--- src/sv/agacc_pkg.sv ---
`default_nettype none
package agacc_pkg;

   // command codes
   localparam logic [2:0] CMD_STORE  = 3'd0;
   localparam logic [2:0] CMD_ACCUM  = 3'd1;
   localparam logic [2:0] CMD_CLR_G  = 3'd2;
   localparam logic [2:0] CMD_CLR_F  = 3'd3;
   localparam logic [2:0] CMD_NORM   = 3'd4;
   localparam logic [2:0] CMD_UPDATE = 3'd5;

   // register indexes
   localparam logic [1:0] REG_GAIN  = 2'd0;
   localparam logic [1:0] REG_PMIN  = 2'd1;
   localparam logic [1:0] REG_PMAX  = 2'd2;
   localparam logic [1:0] REG_VCNT  = 2'd3;

   localparam int PERM_W = 24;
   localparam int GRAD_W = 56;
   localparam int DELTA_W = 27;
   localparam int QUO_W = 72;
   localparam logic [25:0] DELTA_CAP = 26'h2000000;

   typedef struct packed {
      logic [2:0]         command;
      logic [9:0]         voxel;
      logic [4:0]         time_step;
      logic signed [23:0] field_x;
      logic signed [23:0] field_y;
      logic signed [23:0] field_z;
      logic [23:0]        perm_x;
      logic [23:0]        perm_y;
      logic [23:0]        perm_z;
   } req_type;

   typedef struct packed {
      logic [23:0]        new_perm_x;
      logic [23:0]        new_perm_y;
      logic [23:0]        new_perm_z;
      logic signed [55:0] gradient_value;
      logic               saturated;
      logic               zero_norm;
   } rsp_type;

   typedef struct packed {
      logic [23:0] perm_min;
      logic [23:0] perm_max;
   } limit_type;

endpackage
`default_nettype wire

--- src/sv/agacc_lane.sv ---
`default_nettype none
module agacc_lane import agacc_pkg::*; #(
   parameter int FB = 24
) (
   input  wire                        clock,
   input  wire                        mul_en,
   input  wire logic signed [FB-1:0]  fwd,
   input  wire logic signed [FB-1:0]  fld,
   input  wire logic [PERM_W-1:0]     perm,
   input  wire logic signed [DELTA_W-1:0] delta,
   input  wire limit_type             lim,
   output logic signed [2*FB-1:0]     prod_o,
   output logic [PERM_W-1:0]          perm_o
);
   logic signed [2*FB-1:0]    prod_ff;
   logic signed [DELTA_W-1:0] sum;
   logic signed [DELTA_W-1:0] lo;
   logic signed [DELTA_W-1:0] hi;

   // forward times adjoint product, registered
   always_ff @(posedge clock) begin
      if (mul_en) prod_ff <= fwd * fld;
   end
   assign prod_o = prod_ff;

   // step then clamp: raise to min first, then lower to max
   always_comb begin
      sum = $signed({3'b000, perm}) + delta;
      lo = $signed({3'b000, lim.perm_min});
      hi = $signed({3'b000, lim.perm_max});
      if (sum < lo) sum = lo;
      if (sum > hi) sum = hi;
      perm_o = sum[PERM_W-1:0];
   end
endmodule
`default_nettype wire

--- config.mk ---
export PLATFORM = sky130hd
export DESIGN_NAME = agacc_lane
export DESIGN_NICKNAME = d
export VERILOG_FILES = /design/src/sv/agacc_pkg.sv /design/src/sv/agacc_lane.sv
export SDC_FILE = /design/constraint.sdc
export NUM_CORES = 2
export LEC_CHECK = 0
export BUFFER_PORTS_ARGS = -buffer_cell sky130_fd_sc_hd__buf_2
export CAP_MARGIN = 20
export CORE_AREA = 2 2 219 221
export DETAILED_ROUTE_END_ITERATION = 12
export DIE_AREA = 0 0 221 223
export PLACE_DENSITY = 0.74
export SLEW_MARGIN = 0
export SYNTH_ARGS = -nofsm -noshare
export SYNTH_HDL_FRONTEND = slang
export SYNTH_SLANG_ARGS = --single-unit
export TNS_END_PERCENT = 10
--- constraint.sdc ---
create_clock -name clock -period 8.9 [get_ports clock]
set_input_delay 1.78 -clock clock [delete_from_list [all_inputs] [get_ports clock]]
set_output_delay 1.78 -clock clock [all_outputs]
set_load 0.01 [all_outputs]
==> metrics.md <==
| Metric | Value |
|---|---|
| Post-DP HPWL | 61100 um |
| Netlist Area Pre-Place | 25100 sq um |
| Slew @ Worst Pin | 897 ps |
| Vias in the first global route | 22400 |
| Fin. max-slew vios | 0 |
| Final core occ | about 62% |
| CTS tree | built |
| Slowest CP cell | a2111oi_4 |
| Synth top area share | 48.5% |
| DIE HEIGHT | 223 um |
| Hold-fix buffers at CTS | 0 |
| Placed cells | 3693 |
| Top post-synthesis cells by area | fa_1 (49%), ha_1 (10%), inv_1 (9.7%) |
| Finished Layout Cells | 3712 |
| Outcome | complete, but fails checks |
| Area growth, synth to finish | 16.9% |
| Worst Hold Class | input port to flop |
| GPL Wtd Cong | 0.919 |
| Top_reg_cell synth | edfxtp_1 |
| Post-synth top area cell | fa_1 |
| Max reg flops | 48 |
| Startpoint Class | input port |
| Setup tns final | -19350 ps |
| Async SR Flop Fraction | 0% |
| Antenna Nets Post-Route | 0 |
| DRT Wirelength | between 70000 and 80000 um |
| Fmax | 0.102 GHz |
| Endpoints failing setup | 24 |
| Site Rows | 80 |
| Compound-cell area share of the yosys netlist | 6.25% |
| Post-Syn Instances | 2706 |
| Syn_area_per_cell | 9.27 sq um |
| Share of cells above drive strength 1 | 18.4% |
| Hold Path Depth | 2 |
| Yosys warning count | 0 |
| Post-route setup slack | -872 ps |
| Avg WL per Cell | between 15 and 20 um |
| Final hold vios | 0 |
| EDFF count, synth | 48 |
| Hold Crit Start | fwd[0] |
| Layout net count | 4059 |
| Most frequent CP cell | buf_6 |
| Router iterations before antenna repair | 5 |
| Setup crit start | delta[0] |
| RSZ-0062 raised after global routing | true |
| Initial core utilization | 53.2% |
| CORE AREA | ~47000 sq um |
| Die width | 221 um |
| Library cells used by synthesis | 63 |
| Adder-cell share of the synthesized area | 58.8% |
| Clk sinks | 48 |
| Sequential share of the synthesized area | 5.75% |
| CP max FO | 4 |
| Worst-path clk slew | 80 ps |
| Crit. End Element | output port |
| CP arrival | 7990 ps |
| Proportion of synthesized area in mux cells | under 10% |
| DR vias/cell | 5.36 |
| # DRC | 0 |
| GRT Util Overall | a little under a third |
| Via count | 19900 |
| Fin crit period | about 9800 ps |
| Port Buffers | 220 |
| Fillers | between 3000 and 4000 |
| Period utilization | 110% |
| Post-synth net total | about 3700 |
| Ant. Diodes | 0 |
| Data required, critical path | just over 7000 ps |
| #FFs+latches synth | 48 |
| Die ar. | 49300 sq um |
| Largest net degree at the start of global routing | 49 |
| IO Pins | ~220 |
| Grt ovf | 0 |
| Violated checks | negative setup slack |
| Top cells by count, synth | inv_1 (648), fa_1 (608), nand2_1 (411) |
| 1st-iter DRT viols | 990 |
| Count leader, synth | inv_1 |
| Place WS | -1340 ps |
| Critical Path Max Stage Delay | 340 ps |
| Slew headroom | 40.0% |
| Initial antenna violation count | 1 |
| Post-Synth XOR/XNOR Area | roughly 2.6% |
| H-Tree Depth | 2 |
| CTS root buffer | clkbuf_16 |
| WS Path Type | input port to output port |
| First-pass GRT wire length | 116000 um |
| Largest family of logic cells by synthesized area | adder cells |
| CTS max path bufs | 2 |
| Post-synthesis simple-gate area fraction | 13.8% |
| Total CTS buffers | 5 |
| Max capacitance violation total | 0 |
-- worst max-delay path, delay by kind of cell --
kind	cells	cell delay, ps
buffers and inverters	6	690
muxes	2	570
and+or+nand+nor	5	750
xor gates and xnor gates	1	160
AOI/OAI and AO/OA	18	2840
adders and majority gates	5	1180
-- routing by layer --
metal | track usage, % | up-vias | share of wire, %
met2 | 53.8 | 661 | 52
met3 | 4.29 | 186 | 5.2
met4 | 13.5 | 2 | 5.3
li1 | - | 8860 | -
met5 | 0 | - | 0.018
met1 | 35.9 | 10200 | 38
-- repair_timing --
action	in CTS	in global routing
buffers inserted	7	2
cloned	2	0
resized for setup	23	57
endpoints found under the setup margin	27	31
pin swaps	15	23
-- final timing paths --
check	slack [ps]	endpoint
setup / recovery	-870	perm_o[11]
hold / removal	1980	prod_o[0]
-- placed cells by master, fill, tap and decap left out, drive strengths merged, types with 2 or more instances in the layout --
cell type,n
a2111oi,3
a211oi,11
a21boi,4
a21o,33
a21oi,83
a221oi,3
a311oi,2
a31oi,3
and2,197
and3,4
and4,4
buf,481
bufinv,2
clkbuf,5
edfxtp,48
fa,608
ha,206
inv,649
mux2,32
mux2i,3
nand2,411
nand2b,15
nand3,20
nand4,10
nor2,59
nor2b,9
nor3,5
nor4,2
o211ai,4
o21a,13
o21ai,64
o21bai,8
o221ai,3
xnor2,56
xor2,18
-- layout make-up --
| cell class | instances | area [sq um] | area share (%) |
|---|---|---|---|
| Clock buffer | 5 | 125 | 0.427 |
| Clock inverter | 3 | 68.8 | 0.235 |
| Inverter | 649 | 2440 | 8.33 |
| Multi-Input combinational cell | 1911 | 21200 | 72.2 |
| Sequential cell | 48 | 1440 | 4.92 |
| Tap cell | 615 | 769 | 2.62 |
| Timing Repair Buffer | 481 | 3300 | 11.3 |
-- kinds of logic (layout without fill, tap and decap cells) --
family	Yosys count	count (layout)
adder cells (fa/ha/maj)	814	814
buffers and inverters	749	1138
AND/OR/NAND/NOR	739	739
AO/OA/AOI/OAI	247	249
XOR/XNOR	74	74
flip-flops	48	48
multiplexers	35	35
-- per-stage QoR --
step / area (sq um) / hold slack, ps
after floorplan: 25200 / 1890
after global placement: 28600 / 2190
after detailed placement: 28600 / 2190
after CTS: 29000 / 1980
after global routing: 29300 / 2020
final: 29300 / 1980
Power is left out: the tool's default activity adds up to more than one toggle a clock period on the data nets, which glitch-free logic cannot reach.
