==> src/sv/agacc_pkg.sv <==
`default_nettype none
package agacc_pkg;

   // command codes
   localparam logic [2:0] CMD_STORE  = 3'd0;
   localparam logic [2:0] CMD_ACCUM  = 3'd1;
   localparam logic [2:0] CMD_CLR_G  = 3'd2;
   localparam logic [2:0] CMD_CLR_F  = 3'd3;
   localparam logic [2:0] CMD_NORM   = 3'd4;
   localparam logic [2:0] CMD_UPDATE = 3'd5;

   // register indexes
   localparam logic [1:0] REG_GAIN  = 2'd0;
   localparam logic [1:0] REG_PMIN  = 2'd1;
   localparam logic [1:0] REG_PMAX  = 2'd2;
   localparam logic [1:0] REG_VCNT  = 2'd3;

   localparam int PERM_W = 24;
   localparam int GRAD_W = 56;
   localparam int DELTA_W = 27;
   localparam int QUO_W = 72;
   localparam logic [25:0] DELTA_CAP = 26'h2000000;

   typedef struct packed {
      logic [2:0]         command;
      logic [9:0]         voxel;
      logic [4:0]         time_step;
      logic signed [23:0] field_x;
      logic signed [23:0] field_y;
      logic signed [23:0] field_z;
      logic [23:0]        perm_x;
      logic [23:0]        perm_y;
      logic [23:0]        perm_z;
   } req_type;

   typedef struct packed {
      logic [23:0]        new_perm_x;
      logic [23:0]        new_perm_y;
      logic [23:0]        new_perm_z;
      logic signed [55:0] gradient_value;
      logic               saturated;
      logic               zero_norm;
   } rsp_type;

   typedef struct packed {
      logic [23:0] perm_min;
      logic [23:0] perm_max;
   } limit_type;

endpackage
`default_nettype wire

==> src/sv/agacc_div.sv <==
`default_nettype none
module agacc_div import agacc_pkg::*; (
   input  wire              clock,
   input  wire              reset,
   input  wire              start,
   input  wire logic [63:0] num,
   input  wire logic [63:0] den,
   output logic             done,
   output logic [QUO_W-1:0] quo
);
   logic [QUO_W-1:0] dvd_ff;
   logic [63:0]      rem_ff;
   logic [6:0]       cnt_ff;
   logic             busy_ff;
   logic             done_ff;
   logic [64:0]      trial;
   logic             fit;

   // one quotient bit per cycle, restoring
   always_comb begin
      trial = {rem_ff, dvd_ff[QUO_W-1]};
      fit = trial >= {1'b0, den};
   end

   always_ff @(posedge clock) begin
      if (reset) begin
         busy_ff <= 1'b0;
         done_ff <= 1'b0;
         cnt_ff <= '0;
      end else begin
         done_ff <= 1'b0;
         if (start) begin
            busy_ff <= 1'b1;
            cnt_ff <= 7'(QUO_W);
         end else if (busy_ff) begin
            cnt_ff <= cnt_ff - 7'd1;
            if (cnt_ff == 7'd1) begin
               busy_ff <= 1'b0;
               done_ff <= 1'b1;
            end
         end
      end
   end

   always_ff @(posedge clock) begin
      if (start) begin
         dvd_ff <= {num, 8'h00};
         rem_ff <= '0;
      end else if (busy_ff) begin
         rem_ff <= fit ? 64'(trial - {1'b0, den}) : trial[63:0];
         dvd_ff <= {dvd_ff[QUO_W-2:0], fit};
      end
   end

   assign done = done_ff;
   assign quo = dvd_ff;

   a_done_idle: assert property (@(posedge clock) disable iff (reset)
      done |-> !busy_ff) else $error("divider done while busy");
endmodule
`default_nettype wire

==> config.mk <==
export PLATFORM = sky130hd
export DESIGN_NAME = agacc_div
export DESIGN_NICKNAME = d
export VERILOG_FILES = /design/src/sv/agacc_pkg.sv /design/src/sv/agacc_div.sv
export SDC_FILE = /design/constraint.sdc
export NUM_CORES = 1
export LEC_CHECK = 0
export BUFFER_PORTS_ARGS = -buffer_cell sky130_fd_sc_hd__buf_4
export CAP_MARGIN = 20
export CORE_UTILIZATION = 40
export CTS_CLUSTER_DIAMETER = 40
export CTS_CLUSTER_SIZE = 8
export DETAILED_ROUTE_END_ITERATION = 16
export PLACE_DENSITY = 0.65
export SETUP_SLACK_MARGIN = 0.15
export SLEW_MARGIN = 5
export SYNTH_ARGS = -nofsm -noshare
export SYNTH_HDL_FRONTEND = slang
export SYNTH_SLANG_ARGS = --single-unit
==> constraint.sdc <==
create_clock -name clock -period 3.1 [get_ports clock]
set_input_delay 0.31 -clock clock [delete_from_list [all_inputs] [get_ports clock]]
set_output_delay 0.31 -clock clock [all_outputs]
set_load 0.01 [all_outputs]
==> run_results.csv <==
group,metric,value,unit
outcome,status,"completed",
timing,skew,0.0109,ns
power_and_ir_drop,powerDensity,463,nW/µm²
timing,worst_pin_slew,1.02,ns
timing,finalCritPeriodShare,99.6,%
floorplanning,die_h,162,µm
logic_synthesis,synth_warnings,0,
timing,period_minus_slack,3.09,ns
worst_hold_path,worstHoldStart,"reset",
route,route.antenna.remaining_nets,0,
floorplanning,die_area,26400,µm²
power_and_ir_drop,power,0.00677,W
clock_network,cts_buffers,17,
place,dp_hpwl,23600,µm
final_layout,area_delta_synth_final,42.1,%
final_layout,utilization,58.1,%
worst_hold_path,hold_path.class,"primary input to flop",
logic_synthesis,synth.area.top_cells,"edfxtp_1 (19%), dfxtp_1 (16%), ha_1 (8.0%)",
clock_network,cts_sinks,145,
setup_path,endpoint_kind,"flop",
clock_network,clock_latency,0.44,ns
logic_synthesis,yosys_most_used_dff,"dfxtp_1",
route,drtIter0Drc,756,
timing,slew_violations,0,
global_routing,grt_max_degree,97,
global_routing,grt_pass1_wl,50400,µm
route,firstDrtPassIters,5,
logic_synthesis,syn_area_per_cell,8.31,µm²
route,vias,10600,
floorplanning,initial_core_util,40.9,%
setup_path,worstPathRequired,3.48,ns
place,port_buffers,203,
final_layout,drive_gt1_share,33.4,%
floorplanning,io_pins,204,
logic_synthesis,synth_area,10300,µm²
power_and_ir_drop,p_leak,6.37,nW
logic_synthesis,async_reset_ff_share,0,%
final_layout,n_antenna_cell,0,
timing,hold_viol,0,
logic_synthesis,yosys.cell_count.top_type,"nand2_1",
setup_path,r2r-start,"rem_ff[26]",
floorplanning,rows,58,
global_routing,antenna_found_initial,0,
place,dp.cells,1822,
logic_synthesis,ys_ff_latch,145,
logic_synthesis,synth_top_area_share,18.7,%
logic_synthesis,synthesis.nets,1437,
setup_path,r2r_end,"quo[0]",
floorplanning,dieWidth,162,µm
place,gp_congestion,0.928,
setup_path,rrSetupSlack,0.01,ns
global_routing,grt_pass1_vias,9916,
setup_path,crit_path_start,"rem_ff[26]",
floorplanning,core_area,25200,µm²
timing,max-slew-margin-rel,31.9,%
logic_synthesis,ys_seq_area_share,34.4,%
setup_path,r2r_cells,17,
setup_path,arrival,3.47,ns
route,wire_per_inst,17.7,µm
timing,tns,0,ns
route,vias_per_cell,5.65,
logic_synthesis,synth_edf_count,64,
global_routing,grt-ovfl-total,0,
timing,setup-violations-final,0,
timing,max_freq,324,MHz
power_and_ir_drop,vdd.ir_drop.worst,0.284,mV
setup_path,endpoint,"quo[0]",
final_layout,nets,1728,
global_routing,grtUsageTotal,24.0,%
final_layout,finalNonFillerCells,1873,
logic_synthesis,synth_common_cells,"nand2_1 (167), nor2_1 (115), inv_1 (85)",
setup_path,path_max_fanout,8,
route,drt_wl_total,33200,µm
job,drv_cap,0,
timing,rsz0062_at_grt,"true",
setup_path,worstSetupStartpointType,"flop",
clock_network,ctsHoldBuffers,0,
logic_synthesis,synth_area_leader_cell,"edfxtp_1",
logic_synthesis,netlist_instances,1239,
logic_synthesis,yosysUniqueCellTypes,71,
route,drc,0,
clock_network,clock-root-buffer,"clkbuf_16",
clock_network,ctsLongestPathBuffers,2,
clock_network,htreeDepth,4,
clock_network,clk_pin_slew,0.07,ns
clock_network,cts_tree,"yes",
setup_path,path_class,"flop to flop",
[sequential cells by signal, summed over array words and instances, names as in the netlist]
register / flops
rem_ff: 64
done: 1
busy_ff: 1
quo: 72
cnt_ff: 7
[metal layers]
layer  vias up  track usage (%)  wire, µm  share of wire (%)
met5         -                0         0                  0
met4         0             8.23       819                2.5
met3        62             3.26      1930                5.8
met2       365             39.7     15700                 47
met1      5049             32.1     14800                 44
li1       5099                -         -                  -
[logic make-up after synthesis]
family / count (synthesis) / share of synthesized area [%]
and+or+nand+nor: 405 / 17.5
xor gates and xnor gates: 58 / 4.94
muxes: 24 / 2.38
adders and majority gates: 67 / 8.22
buffers and inverters: 168 / 6.57
DFF: 145 / 34.4
AOI/OAI and AO/OA: 372 / 25.9
[timing repair]
item,4_1_cts,5_1_grt
pin swaps,26,42
gates cloned,1,3
buffers inserted,3,12
endpoints found under the setup margin,64,65
hold endpoints to repair,0,0
gates resized for setup,59,97
[power breakdown]
part / internal, W / leakage (nW) / switching, W
Combinational: 0.00113 / 4.74 / 0.00122
Clock: 0.00110 / 0.293 / 0.00102
Sequential: 0.00217 / 1.34 / 0.000128
[area by class of cell]
class | instances | area, µm²
repair buffers | 355 | 2890
clock inverters | 15 | 183
fillers | 2280 | 10600
multi-input cells | 926 | 6840
flip-flops and latches | 145 | 3560
inverters | 85 | 319
well taps | 330 | 413
clock buffers | 17 | 425
[metrics by stage]
stage,setup WS [ns],hold WS [ns],area (µm²)
finish,0.0132,0.0511,14600
global route,-0.132,0.0442,14600
CTS,0.113,0.0392,14000
detailed placement,-0.152,0.468,13000
global placement,-0.212,0.469,13000
floorplan,0.158,0.379,10300
[how the worst min path moves through the flow]
stage          slack (ns)  depth (start not counted)          to
2_1_floorplan        0.38                          1   cnt_ff[3]
3_3_place_gp         0.47                          2  rem_ff[61]
3_5_place_dp         0.47                          2  rem_ff[61]
4_1_cts              0.04                          2     busy_ff
5_1_grt              0.04                          2     busy_ff
6_report             0.05                          2     busy_ff
[critical path, stage by stage (launching register included)]
cell and delay [ns]:
dfxtp_4 0.36, ha_4 0.27, nand4_1 0.16, nor3_1 0.21, buf_4 0.15, nor3b_4 0.19, nand3_2 0.16, a211oi_4 0.30
o21bai_2 0.12, buf_6 0.16, o21ai_4 0.15, buf_12 0.19, buf_6 0.11, buf_8 0.11, nand2_8 0.07, buf_4 0.16
buf_6 0.10, nand2_2 0.05
[placed cells by master (no fill, tap or decap), drive strengths merged, types with 4 or more instances in the layout]
cell	count
or4	5
a31oi	12
or2	4
nor2	115
xnor2	38
a21oi	78
a211oi	16
o21ai	56
nand2b	8
a22o	63
edfxtp	64
nand4	21
nand3	29
o31ai	5
nor2b	9
mux2i	20
nor3b	4
nor4	7
o21a	10
and2	5
a311oi	45
o211ai	10
o21bai	18
a211o	5
dfxtp	81
nand2	168
inv	92
a21o	25
mux2	4
clkbuf	20
a32oi	6
ha	66
xor2	20
and3	10
clkinv	7
buf	352
nor3	14
Power figures use the tool's default switching activity.
